**config.mk**
```make
export PLATFORM = sky130hd
export DESIGN_NAME = vkvs_ctrl
export DESIGN_NICKNAME = d
export VERILOG_FILES = /design/src/sv/assert_macros.svh /design/src/sv/vkvs_pkg.sv /design/src/sv/vkvs_ctrl.sv
export SDC_FILE = /design/constraint.sdc
export NUM_CORES = 1
export LEC_CHECK = 0
export ABC_AREA = 1
export ABC_CLOCK_PERIOD_IN_PS = 1400
export BUFFER_PORTS_ARGS = -buffer_cell sky130_fd_sc_hd__buf_2
export CAP_MARGIN = 20
export CORE_AREA = 2 2 39 41
export DETAILED_ROUTE_END_ITERATION = 12
export DIE_AREA = 0 0 41 43
export HOLD_SLACK_MARGIN = 0.03
export PLACE_DENSITY = 0.49
export RECOVER_POWER = 100
export SETUP_SLACK_MARGIN = 0.2
export SYNTH_ARGS = -nofsm -noshare
export SYNTH_HDL_FRONTEND = slang
export SYNTH_SLANG_ARGS = --single-unit
```
**constraint.sdc**
```tcl
create_clock -name clk -period 1.4 [get_ports clk]
set_clock_uncertainty 0.05 [all_clocks]
set_input_delay 0.28 -clock clk [delete_from_list [all_inputs] [get_ports clk]]
set_output_delay 0.28 -clock clk [all_outputs]
set_load 0.005 [all_outputs]
```
**src/sv/assert_macros.svh**
```systemverilog
// Assertion helpers for the RTL.
`ifndef ASSERT_MACROS_SVH
`define ASSERT_MACROS_SVH

// Condition must hold at every clock edge outside reset.
`define VKVS_ASSERT(lbl, clk, rst, cond) \
  lbl: assert property (@(posedge clk) disable iff (rst) (cond)) \
    else $error("assertion failed");

// Same-cycle implication.
`define VKVS_ASSERT_IMPL(lbl, clk, rst, ante, cons) \
  lbl: assert property (@(posedge clk) disable iff (rst) (ante) |-> (cons)) \
    else $error("assertion failed");

// Next-cycle implication.
`define VKVS_ASSERT_NEXT(lbl, clk, rst, ante, cons) \
  lbl: assert property (@(posedge clk) disable iff (rst) (ante) |=> (cons)) \
    else $error("assertion failed");

`endif

```
**src/sv/vkvs_pkg.sv**
```systemverilog
`default_nettype none
package vkvs_pkg;

  localparam int LOG_DEPTH = 1024;
  localparam int KEY_BITS  = 32;

  localparam int KEY_IN_W  = 32;
  localparam int VAL_W     = 64;
  localparam int VER_IN_W  = 32;
  localparam int VER_W     = 11;
  localparam int STATUS_W  = 2;

  // key compare width: low KEY_BITS bits of the 32-bit key field
  localparam int KEY_W     = (KEY_BITS < KEY_IN_W) ? KEY_BITS : KEY_IN_W;
  localparam int ADDR_W    = $clog2(LOG_DEPTH);
  localparam int CNT_W     = $clog2(LOG_DEPTH + 1);
  localparam int ENTRY_W   = KEY_W + VAL_W;

  localparam logic [CNT_W-1:0] FULL_COUNT = LOG_DEPTH[CNT_W-1:0];

  localparam logic CMD_UPDATE = 1'b0;
  localparam logic CMD_QUERY  = 1'b1;

  typedef logic [STATUS_W-1:0] status_t;

  localparam status_t ST_STORED  = 2'd0;
  localparam status_t ST_FULL    = 2'd1;
  localparam status_t ST_FOUND   = 2'd2;
  localparam status_t ST_MISSING = 2'd3;

  typedef struct packed {
    logic                      command;
    logic [KEY_IN_W-1:0]       key;
    logic signed [VAL_W-1:0]   data_in;
    logic [VER_IN_W-1:0]       as_of_version;
  } req_t;

  typedef struct packed {
    status_t                   status;
    logic signed [VAL_W-1:0]   data_out;
    logic [VER_W-1:0]          new_version;
  } rsp_t;

  // controller -> datapath
  typedef struct packed {
    logic    load_req;
    logic    write_en;
    logic    start_scan;
    logic    step_scan;
    logic    out_en;
    status_t out_status;
  } ctl_t;

  // datapath -> controller
  typedef struct packed {
    logic is_query;
    logic full;
    logic v_zero;
    logic hit;
    logic at_bottom;
  } sts_t;

endpackage
`default_nettype wire

```
**src/sv/vkvs_ctrl.sv**
```systemverilog
`default_nettype none
module vkvs_ctrl (
  input  wire logic           clk,
  input  wire logic           rst,
  input  wire logic           start,
  input  wire vkvs_pkg::sts_t sts,
  output vkvs_pkg::ctl_t      ctl,
  output logic                busy
);

  localparam logic [1:0] S_IDLE = 2'd0;
  localparam logic [1:0] S_EXEC = 2'd1;
  localparam logic [1:0] S_SCAN = 2'd2;

  logic [1:0] state;
  logic [1:0] state_next;

  always_ff @(posedge clk) begin
    if (rst) begin
      state <= S_IDLE;
    end else begin
      state <= state_next;
    end
  end

  assign busy = (state != S_IDLE);

  always_comb begin
    ctl        = '0;
    state_next = state;
    case (state)
      S_IDLE: begin
        if (start) begin
          ctl.load_req = 1'b1;
          state_next   = S_EXEC;
        end
      end
      S_EXEC: begin
        if (!sts.is_query) begin
          ctl.out_en = 1'b1;
          if (sts.full) begin
            ctl.out_status = vkvs_pkg::ST_FULL;
          end else begin
            ctl.write_en   = 1'b1;
            ctl.out_status = vkvs_pkg::ST_STORED;
          end
          state_next = S_IDLE;
        end else if (sts.v_zero) begin
          ctl.out_en     = 1'b1;
          ctl.out_status = vkvs_pkg::ST_MISSING;
          state_next     = S_IDLE;
        end else begin
          ctl.start_scan = 1'b1;
          state_next     = S_SCAN;
        end
      end
      S_SCAN: begin
        // one entry checked per cycle, next read already in flight
        if (sts.hit) begin
          ctl.out_en     = 1'b1;
          ctl.out_status = vkvs_pkg::ST_FOUND;
          state_next     = S_IDLE;
        end else if (sts.at_bottom) begin
          ctl.out_en     = 1'b1;
          ctl.out_status = vkvs_pkg::ST_MISSING;
          state_next     = S_IDLE;
        end else begin
          ctl.step_scan = 1'b1;
        end
      end
      default: begin
        state_next = S_IDLE;
      end
    endcase
  end

endmodule
`default_nettype wire
```
# Yosys cells after proc, flatten, opt, wreduce, memory -nomap -nowiden
# Index checks and enable logic that the tools add are counted.
[op_classes]
eq_ne = 4
reduce_logical = 3
muxes = 22
[op_table]
columns = ["operator", "count"]
rows = [
  ["$mux W2", 6],
  ["$mux W3", 4],
  ["$mux W1", 10],
  ["$pmux W2 S3", 1],
  ["$pmux W3 S2", 1],
  ["$ne A3 B3 Y1 const B", 1],
  ["$eq A2 B1 Y1 const B", 1],
  ["$eq A2 B2 Y1 const B", 1],
  ["$logic_not A2 Y1", 1],
  ["$ne A2 B2 Y1 const B", 1],
  ["$reduce_and A2 Y1", 1],
  ["$reduce_bool A2 Y1", 1],
]
[word_totals]
output_inout_bits = 8
elab_cells = 30
ff_bits = 2

# Longest topological paths before layout
[logic_depth]
word_depth = 3
ltp_mapped = 7

# Worst setup path after synthesis
# Ideal clock, no wire load.
[synth_path]
path_type = "register -> output"
startpoint = "reg state[0]"
endpoint = "out ctl[1] (netlist bit)"
stages_incl_launch_ff = 5
arrival_ns = 0.866
path_slack_ns = 0.204
cell_sequence = "dfxtp_1 > inv_1 > ha_1 > o21ai_0 > a21oi_1"
[synth_rtl]
columns = ["element", "line", "source"]
rows = [
  ["start: declaration", "vkvs_ctrl.sv:15", "logic [1:0] state;"],
  ["start signal: assignment", "vkvs_ctrl.sv:22", "state <= state_next;"],
  ["end: declaration", "vkvs_ctrl.sv:7", "output vkvs_pkg::ctl_t ctl,"],
]

==> summary.md <==
| Metric | Value |
|---|---|
| Fill count | `about 160` |
| Status | `complete, but fails checks` |
| Max FFs per register | `2` |
| Total clock sinks | `2` |
| Wirelength per Cell | `8.038 microns` |
| CTS Hold Bufs | `0` |
| Max FO, Critical Path | `5` |
| Share of the synthesized area in the top cell type | `~23%` |
| Total grt overflow | `0` |
| CP arrival | `~1.2 ns` |
| R2r endpoint | `state[0]` |
| Top flop regs | `state (2)` |
| Root Driver | `clkbuf_4` |
| Post-synth cell types | `14` |
| Top-count cell post-synth | `inv_1` |
| Drt drc | `0` |
| Final Hold Viols | `0` |
| Core Util, Final | `a little over a third` |
| Met2 GRT Util | `14.37%` |
| Core area | `~1400 sq um` |
| Failing checks | `setup timing` |
| EDFF count, synth | `0` |
| Synth area leader | `ha_1` |
| DR vias/cell | `about 4.1` |
| R2r worst-path depth | `5` |
| Number of antenna violations at the first check in global routing | `0` |
| Part of the cycle the worst path needs | `105.8%` |
| IR drop worst, VDD | `~0.32 mV` |
| Post-Syn Area | `275.3 sq um` |
| First-pass GRT wire length | `between 1 and 1.5 mm` |
| Slew HR | `between 80% and 90%` |
| Io pins | `16` |
| CTS Buf Count | `3` |
| Busiest grt layer | `met2` |
| Vias | `between 300 and 400` |
| DR pass1 iterations | `1` |
| Post-synthesis cell count | `42` |
| Top area cells in the synthesized netlist | `ha_1 (23%), dfxtp_1 (15%), inv_1 (14%)` |
| Register area share after synthesis | `14.55%` |
| Req. time, crit path | `roughly 1.1 ns` |
| DP HPWL | `a little under 500 microns` |
| Clk_lat worst skew | `roughly 0.22 ns` |
| Final WL | `roughly 640 microns` |
| Port bufs | `15` |
| CTS H-Tree Depth | `1` |
| LEAKAGE | `roughly 0.00026 uW` |
| Share of layout cells above drive strength 1 | `~73%` |
| Ys flop type | `dfxtp_1` |
| Clock buffer depth | `2` |
| Crit. End Element | `output pin` |
| Min-delay src | `rst` |
| RSZ-0062 raised after global routing | `true` |
| Slew Limit Fails | `0` |
| Hold Path Class | `input pin to flop` |
| Top post-synthesis cells by count | `inv_1 (10), nand2_1 (7), ha_1 (5)` |
| Die area | `between 1500 and 2000 sq um` |
| Power per Cell Area | `946.2 nW/um^2` |
| Standard-cell rows | `14` |
| Final min period | `1.482 ns` |
| Initial DRC Count | `0` |
| GRT Overall Usage | `roughly a tenth` |
| Most flops, register | `state` |
| Critical Path Start Type | `flop` |
| Worst R2R Setup Slack | `around 0.32 ns` |
| Asr flop ratio synth | `0%` |
| Nets | `slightly below 80` |
| R2r startpoint | `state[0]` |
| Post-route ant nets | `0` |
| Met3 usage | `under 10%` |
| Post-Synthesis Net Count | `55` |
| Worst min-delay path endpoint | `state[0]` |
| RePlAce Congestion | `about 0.65` |
| Setup ws final | `-0.08155 ns` |
| Worst Tran Pin Value | `around 0.17 ns` |
| Reg clk slew, reported paths | `roughly 0.03 ns` |
| Synth warn | `0` |
| Met1 Track Usage GR | `between 10% and 20%` |
| Chip height | `roughly 43 microns` |
| Initial Utilization | `19.89%` |
| Max Freq | `between 600 and 700 MHz` |
| Vias in the first global route | `around 320` |
| Largest net degree at the start of global routing | `6` |
| Die W | `around 41 microns` |
| Final setup viols | `3` |
| Max cap viols | `0` |
| CTS tree | `done` |
| Flops & latches, synth | `2` |
| Hold Path Stages | `4` |
| Worst Setup Path Type | `flop to output pin` |
| Setup_tns | `-0.2332 ns` |
| Mean Syn Cell Area | `around 6.6 sq um` |
| ANT cells | `0` |
| Area grow syn2layout | `84.09%` |
-- what timing repair did --
item,CTS,global route
setup endpoints to repair,8,8
gates resized for setup,25,6
pin swaps,3,6
gates cloned,0,0
buffers inserted,1,2
-- critical path, stage by stage, from the launching register on --
cell and delay, ns:
dfxtp_4 0.37, inv_6 0.05, ha_4 0.27, inv_4 0.04
a21oi_2 0.09, buf_2 0.11
-- through the flow --
stage | instances | instance area (sq um) | power [uW] | hold WS, ns | setup slack, ns
6_report | 79 | 506.7 | 479.5 | 0.2535 | -0.08155
3_3_place_gp | 73 | 370.4 | 242.5 | 0.4973 | 0.07632
5_1_grt | 79 | 506.7 | 533.9 | 0.2924 | -0.1513
2_1_floorplan | 42 | 275.3 | 187.3 | 0.3995 | 0.2041
3_5_place_dp | 73 | 370.4 | 241.9 | 0.4985 | 0.03932
4_1_cts | 77 | 474.2 | 455.2 | 0.2543 | -0.08550
-- layout by cell type (no fill, tap or decap), drive strengths merged --
| cell type | Yosys | routed |
|---|---|---|
| a21oi | 3 | 3 |
| buf | 0 | 18 |
| clkbuf | 0 | 3 |
| dfxtp | 2 | 2 |
| ha | 5 | 5 |
| inv | 10 | 10 |
| nand2 | 10 | 10 |
| nand3 | 2 | 2 |
| nand3b | 1 | 1 |
| nor2 | 7 | 7 |
| o21ai | 1 | 1 |
| or2 | 1 | 1 |
-- per-layer routing --
metal  vias up  share of wire (%)  routed length, microns
met5         -                  0                       0
met4         0                3.1                      20
met3         3                7.6                      48
met2        10                 55                     347
met1       146                 34                     219
li1        168                  -                       -
-- layout make-up --
cell class | instances | area, sq um | share of cell area (%)
repair buffers | 18 | 103.9 | 20.49
flip-flops and latches | 2 | 47.55 | 9.383
multi-input cells | 30 | 260.3 | 51.36
well taps | 16 | 20.02 | 3.951
inverters | 10 | 52.55 | 10.37
clock buffers | 3 | 22.52 | 4.444
-- report_power, final --
part	leakage (uW)	internal, uW	switching (uW)
clock network	0.0000138	94.4	31.9
registers	0.0000178	70.3	18.9
logic	0.000229	130	134
-- cells by family after synthesis --
group / synth area share [%]
AND/OR/NAND/NOR: 41.82
flip-flops: 14.55
buffers and inverters: 13.64
AO/OA/AOI/OAI: 7.269
adder cells (fa/ha/maj): 22.73
-- worst max path at each step --
stage / start / end / cells past startpoint
floorplan: state[0] / ctl[1] / 4
global placement: state[1] / ctl[0] / 5
detailed placement: state[0] / ctl[2] / 5
CTS: state[0] / ctl[2] / 5
global route: state[0] / ctl[1] / 5
finish: state[1] / ctl[2] / 5
No activity file was read; power rests on OpenSTA's default activity.
